File: config.mk
export PLATFORM = sky130hd
export DESIGN_NAME = button_click_classifier_top
export DESIGN_NICKNAME = d
export VERILOG_FILES = /design/src/hdl/bcc_pkg.sv /design/src/hdl/bcc_classify.sv /design/src/hdl/button_click_classifier_top.sv
export SDC_FILE = /design/constraint.sdc
export NUM_CORES = 1
export LEC_CHECK = 0
export BUFFER_PORTS_ARGS = -buffer_cell sky130_fd_sc_hd__buf_2
export CAP_MARGIN = 20
export CORE_MARGIN = 10
export CORE_UTILIZATION = 35
export CTS_CLUSTER_SIZE = 25
export DETAILED_ROUTE_END_ITERATION = 16
export PLACE_DENSITY = 0.57
export SETUP_SLACK_MARGIN = 0.3
export SYNTH_ARGS = -nofsm -noshare
export SYNTH_HDL_FRONTEND = slang
export SYNTH_SLANG_ARGS = --single-unit
File: constraint.sdc
create_clock -name clock -period 10.3 [get_ports clock]
set_input_delay 0.515 -clock clock [delete_from_list [all_inputs] [get_ports clock]]
set_output_delay 0.515 -clock clock [all_outputs]
set_load 0.01 [all_outputs]
File: src/hdl/bcc_pkg.sv
// shared types and constants for the button click classifier
// no dependencies; used by bcc_classify and button_click_classifier_top

package bcc_pkg;

   localparam int unsigned TimeWidth  = 32;
   localparam int unsigned StampWidth = 16;
   localparam int unsigned DebWidth   = 8;
   localparam int unsigned CsrIdxWidth  = 2;
   localparam int unsigned CsrDataWidth = 16;

   typedef enum logic [1:0] {
      KIND_NONE   = 2'd0,
      KIND_SINGLE = 2'd1,
      KIND_DOUBLE = 2'd2,
      KIND_LONG   = 2'd3
   } kind_type;

   typedef enum logic [CsrIdxWidth-1:0] {
      REG_LONG_PRESS   = 2'd0,
      REG_DOUBLE_CLICK = 2'd1,
      REG_DEBOUNCE     = 2'd2,
      REG_UNUSED       = 2'd3
   } reg_idx_type;

   localparam logic [StampWidth-1:0] LongPressReset   = 16'd500;
   localparam logic [StampWidth-1:0] DoubleClickReset = 16'd300;
   localparam logic [DebWidth-1:0]   DebounceReset    = 8'd20;

   typedef struct packed {
      logic [StampWidth-1:0] long_press_ms;
      logic [StampWidth-1:0] double_click_ms;
      logic [DebWidth-1:0]   debounce_ms;
   } cfg_type;

   typedef struct packed {
      logic                  last_level;
      logic [1:0]            press_count;
      logic [TimeWidth-1:0]  last_accept_time;
      logic [StampWidth-1:0] press_time;
      logic [StampWidth-1:0] prior_press_time;
      logic [StampWidth-1:0] press_gap;
   } state_type;

   localparam state_type StateReset = '{
      last_level:       1'b1,
      press_count:      2'd0,
      last_accept_time: '0,
      press_time:       '0,
      prior_press_time: '0,
      press_gap:        '0
   };

endpackage

File: src/hdl/bcc_classify.sv
// next-state and click classification for one button sample
// depends on bcc_pkg

module bcc_classify (
   input  logic                            button_level,
   input  logic [bcc_pkg::TimeWidth-1:0]   now_ms,
   input  bcc_pkg::cfg_type                cfg,
   input  bcc_pkg::state_type              state_cur,
   output bcc_pkg::state_type              state_next,
   output bcc_pkg::kind_type               click_kind
);

   logic [bcc_pkg::TimeWidth-1:0]  since_accept;
   logic                           debounce_ok;
   logic [bcc_pkg::StampWidth-1:0] now_stamp;
   logic [bcc_pkg::StampWidth-1:0] elapsed;
   logic                           single_hit;
   logic                           double_hit;
   logic                           long_hit;
   bcc_pkg::state_type             upd;

   assign now_stamp    = now_ms[bcc_pkg::StampWidth-1:0];
   assign since_accept = now_ms - state_cur.last_accept_time;
   assign debounce_ok  = since_accept >
                         {{(bcc_pkg::TimeWidth-bcc_pkg::DebWidth){1'b0}}, cfg.debounce_ms};

   always_comb begin
      upd = state_cur;
      if (!button_level) begin
         if (debounce_ok) begin
            upd.last_accept_time = now_ms;
            if (state_cur.last_level) begin
               upd.press_time = now_stamp;
               if (state_cur.press_count != 2'd0) begin
                  upd.press_gap = now_stamp - state_cur.prior_press_time;
               end
               upd.prior_press_time = now_stamp;
               upd.press_count      = state_cur.press_count + 2'd1;
            end
            upd.last_level = 1'b0;
         end
      end else begin
         upd.last_level = 1'b1;
      end
   end

   // elapsed uses the press time as updated by this sample
   assign elapsed = now_stamp - upd.press_time;

   assign single_hit = upd.last_level && (upd.press_count == 2'd1) &&
                       (elapsed < cfg.long_press_ms) && (elapsed >= cfg.double_click_ms);
   assign double_hit = upd.last_level && (upd.press_count == 2'd2) &&
                       (upd.press_gap < cfg.double_click_ms);
   assign long_hit   = upd.last_level && (upd.press_count == 2'd1) &&
                       (elapsed >= cfg.long_press_ms);

   always_comb begin
      state_next = upd;
      click_kind = bcc_pkg::KIND_NONE;
      priority if (single_hit) begin
         state_next.press_count = 2'd0;
         click_kind             = bcc_pkg::KIND_SINGLE;
      end else if (double_hit) begin
         state_next.press_count = 2'd0;
         click_kind             = bcc_pkg::KIND_DOUBLE;
      end else if (long_hit) begin
         state_next.press_count = 2'd0;
         click_kind             = bcc_pkg::KIND_LONG;
      end else begin
         click_kind = bcc_pkg::KIND_NONE;
      end
   end

endmodule

File: src/hdl/button_click_classifier_top.sv
// top level of the button click classifier: input stage, state, result stage
// depends on bcc_pkg and bcc_classify
//
// usage:
//   req channel carries one sample: req_button_level (0 pressed) and req_now_ms.
//   rsp channel returns exactly one rsp_click_kind per sample, in order
//   (0 none, 1 single, 2 double, 3 long press).
//   csr channel writes long_press_ms (index 0), double_click_ms (index 1) and
//   debounce_ms (index 2) from csr_data; other indexes are dropped. csr_ready
//   is always high; write only while the block is idle.
// result: an accepted sample's result is written to the result register once the
//   result stage is free or drained, and rsp shows it from that register.
// throughput: one sample per cycle while the result stage is free or drained;
//   the state update of one sample is a single combinational pass (a 32-bit
//   debounce subtract and compare, then 16-bit elapsed subtract and compares)
//   between the input register and the state and result registers, so the
//   next sample sees the updated state.
// reset: state returns to released with no pending presses, registers to their
//   defaults, both stages empty.
// stall: while rsp_ready is low the result holds; the input stage still takes
//   one more sample, then req_ready drops until the result is taken.

module button_click_classifier_top (
   input  logic                               clock,
   input  logic                               reset,
   input  logic                               req_valid,
   output logic                               req_ready,
   input  logic                               req_button_level,
   input  logic [bcc_pkg::TimeWidth-1:0]      req_now_ms,
   output logic                               rsp_valid,
   input  logic                               rsp_ready,
   output logic [1:0]                         rsp_click_kind,
   input  logic                               csr_valid,
   output logic                               csr_ready,
   input  logic [bcc_pkg::CsrIdxWidth-1:0]    csr_index,
   input  logic [bcc_pkg::CsrDataWidth-1:0]   csr_data
);

   logic                          in_vld_ff;
   logic                          in_level_ff;
   logic [bcc_pkg::TimeWidth-1:0] in_now_ff;
   logic                          out_vld_ff;
   bcc_pkg::kind_type             out_kind_ff;
   bcc_pkg::kind_type             kind_in;
   bcc_pkg::state_type            state_ff;
   bcc_pkg::state_type            state_in;
   bcc_pkg::cfg_type              cfg_ff;
   logic                          advance;
   bcc_pkg::reg_idx_type          csr_sel;

   assign advance   = in_vld_ff && (!out_vld_ff || rsp_ready);
   assign req_ready = !in_vld_ff || advance;
   assign csr_ready = 1'b1;
   assign csr_sel   = bcc_pkg::reg_idx_type'(csr_index);

   bcc_classify u_classify (
      .button_level (in_level_ff),
      .now_ms       (in_now_ff),
      .cfg          (cfg_ff),
      .state_cur    (state_ff),
      .state_next   (state_in),
      .click_kind   (kind_in)
   );

   always_ff @(posedge clock) begin
      if (reset) begin
         in_vld_ff  <= 1'b0;
         out_vld_ff <= 1'b0;
         state_ff   <= bcc_pkg::StateReset;
         cfg_ff     <= '{long_press_ms:   bcc_pkg::LongPressReset,
                         double_click_ms: bcc_pkg::DoubleClickReset,
                         debounce_ms:     bcc_pkg::DebounceReset};
      end else begin
         if (req_valid && req_ready) begin
            in_vld_ff <= 1'b1;
         end else if (advance) begin
            in_vld_ff <= 1'b0;
         end
         if (advance) begin
            out_vld_ff <= 1'b1;
            state_ff   <= state_in;
         end else if (rsp_ready) begin
            out_vld_ff <= 1'b0;
         end
         if (csr_valid && csr_ready) begin
            unique case (csr_sel)
               bcc_pkg::REG_LONG_PRESS:   cfg_ff.long_press_ms   <= csr_data;
               bcc_pkg::REG_DOUBLE_CLICK: cfg_ff.double_click_ms <= csr_data;
               bcc_pkg::REG_DEBOUNCE: begin
                  cfg_ff.debounce_ms <= csr_data[bcc_pkg::DebWidth-1:0];
               end
               default: ;
            endcase
         end
      end
   end

   // payload registers
   always_ff @(posedge clock) begin
      if (req_valid && req_ready) begin
         in_level_ff <= req_button_level;
         in_now_ff   <= req_now_ms;
      end
      if (advance) begin
         out_kind_ff <= kind_in;
      end
   end

   assign rsp_valid      = out_vld_ff;
   assign rsp_click_kind = out_kind_ff;

endmodule

==> metrics.txt <==
status finished clean; final setup vio count 0; Slowest Stage Delay on Critical Path 0.60 ns; Buf+Inv Stages, Crit Path 2; period utilisation layout 0.902; core area 0.0304 mm²; CP Capture Type flip-flop; # DRC 0; setup TNS 0 ns; antenna violations before repair 0; Max Cap Viol 0; WP data required 10.48 ns; Initial Util 0.353; Worst Clk Skew 0.0110 ns; remaining global-route overflow 0; Worst VDD drop 0.102 mV; Post-DP HPWL 21.0 mm; CTS clock-pin slew for the worst setup and hold paths 0.07 ns; full die area 0.0381 mm²; Post-synth top flop dfxtp_1; Cells after Synth 1244; met1 usage 0.192; Placement Cell Area 0.0114 mm²; crit-path leading delay family compound AO/OA/AOI/OAI gates; Async S/R FF share, synth 0; CTS tree yes; GR Layer Usage met2 0.228; Num Clock Sinks 160; GPL Wtd Cong 0.920; Setup Crit Path Kind flip-flop to flip-flop; post-synth net total 1417; num ports 61; Most common cell on crit path a21o_1; CP max FO 26; mapped cell area 0.0107 mm²; Post-synth EDFFs 35; first-pass GRT wire length 44.5 mm; drt pass-1 iters 5; TritonCTS Buffers 17; Clock Path Buffers 2; Net count, final 1460; vias in the first global route 8392; Global Route Usage Sum 0.143; startpoint types flip-flop; # diodes 0; final hold viol count 0; Yosys Warn Count 0; WL/cell 16.2 µm; measured slew at the worst slew-check pin 0.822 ns; initial detailed-routing violation count 565; FP Rows 64; pin count of the biggest net entering global routing 75; HP Class input port to flip-flop; critical path arrival 9.47 ns; met3 global-route usage 0.0211; clock root buffer clkbuf_16; RSZ-0062 raised after global routing no; synth unique cells 77; Routed WL 27.5 mm; vias after detailed routing 8794; Slowest cell on crit path o41a_4; share of layout cells above drive strength 1 0.105; htree depth 4; post-route cell area 0.0121 mm²; pwr dens 153 mW/mm²; sequential area share after synthesis 0.331; minimum clock period 9.29 ns; Seq cells post-synth 160; Detail Route Antenna Nets 0; syn avg cell area 8.63 µm²; hold slack final 0.243 ns; GR peak layer met2; Chip Height 195 µm; Layout Area Growth over Synthesis 12.6%; Vias/cell 5.19; Slew headroom 0.446; Pleak 4.97 nW; Die X 195 µm; worst skew pair latency 0.44 ns; Max Fclk 108 MHz; Pins Over Slew Limit 0; number of port buffers 59
## cell type report
| cell class | instances | area, µm² |
|---|---|---|
| clock buffers | 17 | 425 |
| clock inverters | 15 | 219 |
| fillers | 3127 | 18300 |
| inverters | 110 | 413 |
| multi-input cells | 931 | 6620 |
| flip-flops and latches | 160 | 3550 |
| well taps | 396 | 495 |
| repair buffers | 67 | 358 |
## path summary, 6_finish.rpt
| kind | from | end | slack, ns | cells past startpoint |
|---|---|---|---|---|
| hold / removal | req_now_ms[13] | in_now_ff[13] | 0.24 | 1 |
| setup / recovery | in_now_ff[0] | rsp_click_kind[1] | 1.01 | 39 |
| hold reg to reg | cfg_ff[35] | cfg_ff[35] | 0.46 | 2 |
| setup reg to reg | in_now_ff[0] | rsp_click_kind[1] | 1.01 | 39 |
## layout by cell type, fill, tap and decap left out, drive strengths merged, types with 5 or more instances in the layout
cell and count:
inv 119, clkbuf 17, xnor2 27, nand3 14, a21boi 8, buf 67
a2111oi 8, a21o 38, a31oi 5, and3 8, a211oi 23, o2111ai 5
dfxtp 125, or3 7, nor2b 16, nand2b 14, o211ai 17, nand4 15
o21ai 48, xor2 11, a21oi 101, mux2 15, nand2 115, ha 114
edfxtp 35, nor3 14, mux2i 78, nor4 9, nor2 129, o21a 19
## per-layer routing
layer / wire length (µm) / vias to the layer above
met1: 13700 / 4121
li1: - / 4519
met5: 0 / -
met4: 595 / 0
met2: 12500 / 122
met3: 647 / 32
## synth_stat cells, types with 5 or more instances
| cell | instances | area (µm²) |
|---|---|---|
| a2111oi_0 | 7 | 61.3 |
| a211oi_1 | 23 | 173 |
| a21boi_0 | 8 | 60.1 |
| a21o_1 | 38 | 285 |
| a21oi_1 | 99 | 495 |
| a31oi_1 | 5 | 31.3 |
| and3_1 | 8 | 50.1 |
| clkbuf_1 | 36 | 135 |
| dfxtp_1 | 125 | 2500 |
| edfxtp_1 | 35 | 1050 |
| ha_1 | 114 | 1430 |
| inv_1 | 109 | 409 |
| mux2_2 | 15 | 169 |
| mux2i_1 | 78 | 781 |
| nand2_1 | 113 | 424 |
| nand2b_1 | 14 | 87.6 |
| nand3_1 | 14 | 70.1 |
| nand4_1 | 15 | 93.8 |
| nor2_1 | 129 | 484 |
| nor2b_1 | 16 | 100 |
| nor3_1 | 13 | 65.1 |
| nor4_1 | 9 | 56.3 |
| o2111ai_1 | 5 | 43.8 |
| o211ai_1 | 17 | 128 |
| o21a_1 | 19 | 143 |
| o21ai_0 | 46 | 230 |
| or3_1 | 7 | 43.8 |
| xnor2_1 | 27 | 236 |
| xor2_1 | 11 | 96.3 |
## where the power goes
| part | switching [mW] | internal, mW |
|---|---|---|
| Sequential | 0.0202 | 0.668 |
| Combinational | 0.263 | 0.192 |
| Clock | 0.296 | 0.415 |
| Total | 0.579 | 1.27 |
## through the flow
step	std cells	utilization	power (mW)	setup WS, ns
6_report	1696	0.397	1.85	1.01
5_1_grt	1696	0.397	1.96	0.366
4_1_cts	1694	0.397	1.87	0.983
3_5_place_dp	1662	0.375	1.15	1.04
3_3_place_gp	1662	0.375	1.15	1.23
2_1_floorplan	1244	-	1.04	1.84
## what timing repair did
item / CTS / global route
setup endpoints to repair: 0 / 1
hold buffers: 0 / 0
gates resized for setup: 0 / 0
setup buffers: 0 / 2
endpoints found under the hold margin: 0 / 0
## cell families after synthesis
| kind of cell | Yosys count | synth area share |
|---|---|---|
| multiplexers | 93 | 0.0885 |
| buffers and inverters | 153 | 0.0542 |
| AO/OA/AOI/OAI | 314 | 0.196 |
| adder cells (fa/ha/maj) | 119 | 0.140 |
| AND/OR/NAND/NOR | 366 | 0.158 |
| other | 1 | 0.000349 |
| flip-flops | 160 | 0.331 |
| XOR/XNOR | 38 | 0.0310 |
## worst register-to-register path, delay by kind of cell (launching register included)
family                   cells  cell delay, ns
AO/OA/AOI/OAI               18            3.96
AND/OR/NAND/NOR             10            2.01
XOR/XNOR                     2            0.37
buffers and inverters        2            0.23
adder cells (fa/ha/maj)      7            2.14
flip-flops                   1            0.35
## flip-flops by register name, indices dropped and copies added, names as in the netlist
| signal | flops |
|---|---|
| in_vld_ff | 1 |
| in_now_ff | 32 |
| in_level_ff | 1 |
| cfg_ff | 40 |
| rsp_valid | 1 |
| rsp_click_kind | 2 |
| state_ff | 83 |
Note: power is estimated with default switching activity, not from simulation.
